`src/hw/rtl/tdfa_pkg.sv`:
```
package tdfa_pkg;

  localparam int unsigned OpcodeW = 3;
  localparam int unsigned SlotW   = 5;
  localparam int unsigned DataW   = 8;
  localparam int unsigned CfgW    = 6;
  localparam int unsigned StateW  = 5;

  localparam logic [OpcodeW-1:0] OP_LOAD_LETTER = 3'd0;
  localparam logic [OpcodeW-1:0] OP_LOAD_FINAL  = 3'd1;
  localparam logic [OpcodeW-1:0] OP_LOAD_TRANS  = 3'd2;
  localparam logic [OpcodeW-1:0] OP_START       = 3'd3;
  localparam logic [OpcodeW-1:0] OP_SYMBOL      = 3'd4;

  localparam logic REG_STATES  = 1'b0;
  localparam logic REG_LETTERS = 1'b1;

  typedef enum logic [2:0] {
    KIND_LETTER,
    KIND_FINAL,
    KIND_TRANS,
    KIND_START,
    KIND_SYMBOL,
    KIND_NOP
  } tdfa_kind_e;

  typedef enum logic {
    BK_IDLE,
    BK_FETCH
  } tdfa_back_state_e;

  typedef struct packed {
    tdfa_kind_e         kind;
    logic [SlotW-1:0]   slot;
    logic [SlotW-1:0]   lslot;
    logic [DataW-1:0]   data;
  } tdfa_op_t;

  typedef struct packed {
    logic [CfgW-1:0] states_in_use;
    logic [CfgW-1:0] letters_in_use;
  } tdfa_cfg_t;

endpackage

```
`src/hw/rtl/tdfa_front.sv`:
```
module tdfa_front
  import tdfa_pkg::*;
#(
  parameter int unsigned MAX_STATES  = 32,
  parameter int unsigned MAX_LETTERS = 32
) (
  input  logic               clk_i,
  input  logic               rst_ni,
  input  logic               in_valid_i,
  output logic               in_ready_o,
  input  logic [OpcodeW-1:0] in_opcode_i,
  input  logic [SlotW-1:0]   in_slot_i,
  input  logic [SlotW-1:0]   in_lslot_i,
  input  logic [DataW-1:0]   in_data_i,
  output logic               op_valid_o,
  output tdfa_op_t           op_o,
  input  logic               pop_i
);

  logic [8:0] slot_ext;
  logic [8:0] lslot_ext;
  logic       slot_state_ok;
  logic       slot_letter_ok;
  logic       lslot_ok;
  tdfa_op_t   op_new;
  tdfa_op_t   entry_q [2];
  logic       wr_ptr_q;
  logic       rd_ptr_q;
  logic [1:0] count_q;
  logic       push;

  assign slot_ext       = {4'b0, in_slot_i};
  assign lslot_ext      = {4'b0, in_lslot_i};
  assign slot_state_ok  = slot_ext < 9'(MAX_STATES);
  assign slot_letter_ok = slot_ext < 9'(MAX_LETTERS);
  assign lslot_ok       = lslot_ext < 9'(MAX_LETTERS);

  // Loads aimed beyond the tables are turned into no-operations here.
  always_comb begin
    op_new.slot  = in_slot_i;
    op_new.lslot = in_lslot_i;
    op_new.data  = in_data_i;
    unique case (in_opcode_i)
      OP_LOAD_LETTER: op_new.kind = slot_letter_ok ? KIND_LETTER : KIND_NOP;
      OP_LOAD_FINAL:  op_new.kind = slot_state_ok ? KIND_FINAL : KIND_NOP;
      OP_LOAD_TRANS:  op_new.kind = (slot_state_ok && lslot_ok) ? KIND_TRANS : KIND_NOP;
      OP_START:       op_new.kind = KIND_START;
      OP_SYMBOL:      op_new.kind = KIND_SYMBOL;
      default:        op_new.kind = KIND_NOP;
    endcase
  end

  assign in_ready_o = count_q != 2'd2;
  assign push       = in_valid_i && in_ready_o;
  assign op_valid_o = count_q != 2'd0;
  assign op_o       = entry_q[rd_ptr_q];

  always_ff @(posedge clk_i) begin
    if (push) begin
      entry_q[wr_ptr_q] <= op_new;
    end
  end

  always_ff @(posedge clk_i or negedge rst_ni) begin
    if (!rst_ni) begin
      wr_ptr_q <= 1'b0;
      rd_ptr_q <= 1'b0;
      count_q  <= 2'd0;
    end else begin
      if (push) begin
        wr_ptr_q <= ~wr_ptr_q;
      end
      if (pop_i) begin
        rd_ptr_q <= ~rd_ptr_q;
      end
      count_q <= count_q + 2'(push) - 2'(pop_i);
    end
  end

endmodule

```
`config.mk`:
```
export PLATFORM = sky130hd
export DESIGN_NAME = tdfa_front
export DESIGN_NICKNAME = d
export VERILOG_FILES = /design/src/hw/rtl/tdfa_pkg.sv /design/src/hw/rtl/tdfa_front.sv
export SDC_FILE = /design/constraint.sdc
export NUM_CORES = 1
export LEC_CHECK = 0
export BUFFER_PORTS_ARGS = -buffer_cell sky130_fd_sc_hd__buf_2
export CORE_MARGIN = 2
export CORE_UTILIZATION = 45
export CTS_CLUSTER_DIAMETER = 80
export DETAILED_ROUTE_END_ITERATION = 8
export GPL_ROUTABILITY_DRIVEN = 0
export PLACE_DENSITY_LB_ADDON = 0.12
export RECOVER_POWER = 100
export SETUP_SLACK_MARGIN = 0.3
export SLEW_MARGIN = 10
export SYNTH_ARGS = -nofsm -noshare
export SYNTH_HDL_FRONTEND = slang
export SYNTH_SLANG_ARGS = --single-unit
```
`constraint.sdc`:
```
create_clock -name clk_i -period 4.3 [get_ports clk_i]
set_clock_uncertainty 0.15 [all_clocks]
set_input_delay 0.215 -clock clk_i [delete_from_list [all_inputs] [get_ports clk_i]]
set_output_delay 0.215 -clock clk_i [all_outputs]
set_load 0.01 [all_outputs]
```
# Word level (Yosys, flattened, before mapping)
# Memory sizes are Yosys's and may differ from the RTL's.
# Index checks and enable logic that the tools add are counted.
# op_classes
n_addsub	2
n_lt_le_gt_ge	2
n_eq_ne	5
n_mux	6
bitwise	2
n_reduce_logical	4
# ops
cell	count
one-hot mux 3 bit (5 select lines)	1
less-than comparator 5 x 6 -> 1 bit (second input constant)	2
2-to-1 mux 3 bit	3
equality test 3 x 2 -> 1 bit (second input constant)	2
equality test 3 x 1 -> 1 bit (second input constant)	1
equality test 3 bit (second input constant)	1
zero test 3 bit	1
adder 2 x 1 -> 2 bit	1
logical AND 1 bit	2
2-to-1 mux 1 bit	2
!= test 2 bit (second input constant)	1
inverter 1 bit	2
nonzero test 2 bit	1
subtractor 2 x 1 -> 2 bit	1
# totals
regBits	4
ram_bits	42
n_memories	1
# mem_list
name	depth	word_bits	read_ports	rd_ports_with_merged_regs	write_ports	line_no	text
entry_q	2	21	1	0	1	tdfa_front.sv:26	tdfa_op_t entry_q [2];

# Longest topological paths before layout
# depth
ltp_word	4
mapped_depth	5
mapped_depth_nobuf	5

# Worst setup path after synthesis
# Ideal clock, no wire load.
# synth_path
kind	register to register
startpoint	register count_q[1]
endpoint	memory entry_q[0][0] in the netlist's numbering, enable pin
arrival_time_ns	1.601
path_slack_ns	2.150
stages_incl_launch_ff	4
path_cell_list	dfrtp_1 > nand2b_1 > nand2_1 > nor2_1
# synth_via
elab_chain_len	4
# synth_rtl
element	line_no	text
start: declaration	tdfa_front.sv:29	logic [1:0] count_q;
start signal: assignment	tdfa_front.sv:76	count_q <= count_q + 2'(push) - 2'(pop_i);
!= test 2 bit	tdfa_front.sv:53	assign in_ready_o = count_q != 2'd2;
net in_ready_o	tdfa_front.sv:10	output logic in_ready_o,
logical AND 1 bit	tdfa_front.sv:54	assign push = in_valid_i && in_ready_o;
2-to-1 mux 1 bit	tdfa_front.sv:59	if (push) begin
2-to-1 mux 1 bit (implied by the code)	tdfa_front.sv:60	entry_q[wr_ptr_q] <= op_new;
end: declaration	tdfa_front.sv:26	
# The timed path passes the listed nets, and every way through them passes these cells.

# Worst setup path after layout
# layout_path
startpoint	register count_q[1]
endpoint	memory entry_q[0][11] in the netlist's numbering, enable pin
# layout_via
elab_chain_len	4
# layout_rtl
element	line_no
!= test 2 bit	tdfa_front.sv:53
logical AND 1 bit	tdfa_front.sv:54
2-to-1 mux 1 bit	tdfa_front.sv:59
2-to-1 mux 1 bit (implied by the code)	tdfa_front.sv:60
# No other way between the ends.

==> metrics.md <==
| Metric | Value |
|---|---|
| Outcome | `finished, violations left` |
| Failing checks | `capacitance limit, slew limit` |
| Quantity of hold-fixing buffers added after cts | `21` |
| Filler cells | `approximately 310` |
| Mean area per synthesized cell | `around 20 um^2` |
| Netlist cell types | `19` |
| Critical path data required time | `4.04 ns` |
| Pin count of the biggest net entering global routing | `23` |
| Post-CTS setup buffers | `0` |
| Period utilization | `just under 60%` |
| Total Power | `1.27 mW` |
| Sequential area share after synthesis | `78.4%` |
| Synthesized area | `1740 um^2` |
| Startpoint Class | `flip-flop` |
| Minimum clock period | `2.49 ns` |
| Die width | `66.1 um` |
| RSZ-0062 raised after global routing | `no` |
| Mapped Cells | `85` |
| Die H | `66.1 um` |
| Clock-pin slew on the worst setup and hold paths | `approximately 0.070 ns` |
| Cell Pwr Density | `around 560 nW/um^2` |
| Post_cts resized | `0` |
| DRC violations left | `0` |
| Yosys Warn Count | `0` |
| Antenna violations before repair | `0` |
| Ys flop type | `edfxtp_1` |
| HPWL Detailed | `1680 um` |
| Crit path max fanout | `21` |
| CP endpoint kind | `flip-flop` |
| Slew Viols, Final | `22` |
| Setup TNS | `0 ns` |
| Static leakage | `0.787 nW` |
| Drt first pass iters | `3` |
| Final setup viols | `0` |
| Least-Margin Pin Slew | `~1.7 ns` |
| Worst EP arrival | `2.23 ns` |
| Port bufs | `between 40 and 50` |
| Skew-Pair Late Insertion Delay | `0.29 ns` |
| Headroom to the max-slew limit | `-12.3%` |
| Leading area contributor after synthesis | `edfxtp_1` |
| Crit path kind | `reg -> reg` |
| Synth top area share | `72.7%` |
| CTS H-tree lvls | `2` |
| Core ar. | `3690 um^2` |
| Die area | `4370 um^2` |
| Clock buffer depth | `2` |
| Yosys reg bits | `46` |
| Via density | `approximately 4.7` |
| Final-stage net count | `183` |
| Multi-input gate area | `355 um^2` |
| WL final | `2730 um` |
| Fin. Hold Viols | `0` |
| Reg area | `1360 um^2` |
| Grt total ovfl | `0` |
| Area grow syn2layout | `30.0%` |
| Initial cell density of the core | `a little under half` |
| Routed Antenna Nets | `0` |
| Sink Count | `46` |
| GR Util All Layers | `between 10 and 15%` |
| HP Class | `in -> reg` |
| Syn Nets | `approximately 110` |
| Peak supply drop | `0.431 mV` |
| EDFF count, synth | `42` |
| First DRT Iteration DRCs | `34` |
| First-pass GRT wire length | `4330 um` |
| Max-cap check violation count | `1` |
| Asr flop ratio synth | `approximately 8.7%` |
| Num CTS Buffers | `5` |
| Share of cells above drive strength 1 | `12.7%` |
| Io pins | `48` |
| CTS root buffer | `clkbuf_8` |
| Achievable Freq | `402 MHz` |
| Vias in the first global route | `965` |
| Row count | `22` |
| Via count | `958` |
| Average wire per standard cell | `13.3 um` |
| # diodes | `0` |
| Largest cells by area after synthesis | `edfxtp_1 (73%), mux2_1 (12%), dfrtp_1 (5.8%)` |
| CTS tree | `built` |
## worst paths after layout
kind                                           start                  endpoint  slack, ns  cells past startpoint
worst max-delay path            count_q[1]$_DFF_PN0_  entry_q[0][11]$_DFFE_PP_       1.81                      3
worst min-delay path                  in_opcode_i[0]  entry_q[1][18]$_DFFE_PP_       0.04                      2
worst max register to register  count_q[1]$_DFF_PN0_  entry_q[0][11]$_DFFE_PP_       1.81                      3
worst min register to register  wr_ptr_q$_DFFE_PN0P_      wr_ptr_q$_DFFE_PN0P_       0.35                      1
max in group asynchronous                     rst_ni      count_q[1]$_DFF_PN0_       3.69                      2
min in group asynchronous                     rst_ni      count_q[0]$_DFF_PN0_       0.13                      2
## critical path, cell delays in order (launching register included)
cell and delay (ns):
dfrtp_1 0.42, nand2b_1 0.13, nand2_1 0.12, nor2_1 1.26
## cell families after synthesis
kind of cell / share of synthesized area [%]
xor+xnor: 2.02
compound gates: 1.51
simple gates: 2.60
fa+ha+maj: 0.721
buf+inv: 1.08
flops: 78.4
mux: 13.6
## through the flow
step	area (um^2)	hold slack (ns)	util, %	setup slack, ns	std cells
6_report	2260	0.0443	61.2	1.81	206
5_1_grt	2260	0.0667	61.2	1.57	206
3_3_place_gp	2010	-0.125	54.6	2.29	177
4_1_cts	2310	0.0404	62.5	2.06	206
3_5_place_dp	2010	-0.123	54.6	2.28	177
2_1_floorplan	1740	-0.231	-	2.15	85
## Yosys cell counts, drive strengths merged (2+ instances only)
cell	count
edfxtp	42
buf	2
mux2	21
dfrtp	4
xnor2	3
## area by class of cell
| class | instances | share of cell area, % |
|---|---|---|
| clock inverters | 2 | 0.388 |
| flip-flops and latches | 46 | 60.3 |
| multi-input cells | 36 | 15.8 |
| well taps | 48 | 2.66 |
| repair buffers | 68 | 17.6 |
| clock buffers | 6 | 3.22 |
## metal layers
metal | vias up | track usage [%] | share of wire, %
met5 | - | 0 | 0
met4 | 0 | 4.59 | 0.99
met3 | 4 | 4.60 | 6.1
met2 | 29 | 24.0 | 53
met1 | 457 | 16.0 | 40
li1 | 468 | - | -
## layout by cell type (no fill, tap or decap)
| master | netlist | layout |
|---|---|---|
| dlygate4sd3_1 | 0 | 21 |
| clkinv_1 | 0 | 1 |
| nor3b_2 | 1 | 1 |
| nor2_1 | 1 | 1 |
| clkinv_2 | 0 | 1 |
| nand2_1 | 1 | 1 |
| xnor2_1 | 3 | 3 |
| mux2_2 | 2 | 2 |
| a21oi_2 | 1 | 1 |
| clkbuf_1 | 1 | 39 |
| edfxtp_1 | 42 | 42 |
| a21bo_1 | 1 | 1 |
| and3_1 | 1 | 1 |
| a21o_1 | 1 | 1 |
| nand2b_1 | 1 | 1 |
| xor2_1 | 1 | 1 |
| or2_2 | 1 | 1 |
| clkbuf_8 | 0 | 5 |
| mux2_1 | 19 | 19 |
| nor2b_1 | 1 | 1 |
| ha_1 | 1 | 1 |
| buf_2 | 0 | 9 |
| dfrtp_1 | 4 | 4 |
## sequential cells by signal, indices dropped and copies added, names as in the netlist
register / count
entry_q: 42
count_q: 2
rd_ptr_q: 1
wr_ptr_q: 1
## report_power, final
group          leakage, nW  switching, mW  internal (mW)
sequential           0.437         0.0709          0.617
combinational        0.307          0.188          0.155
clock               0.0426          0.129          0.112
Power figures use the tool's default switching activity.
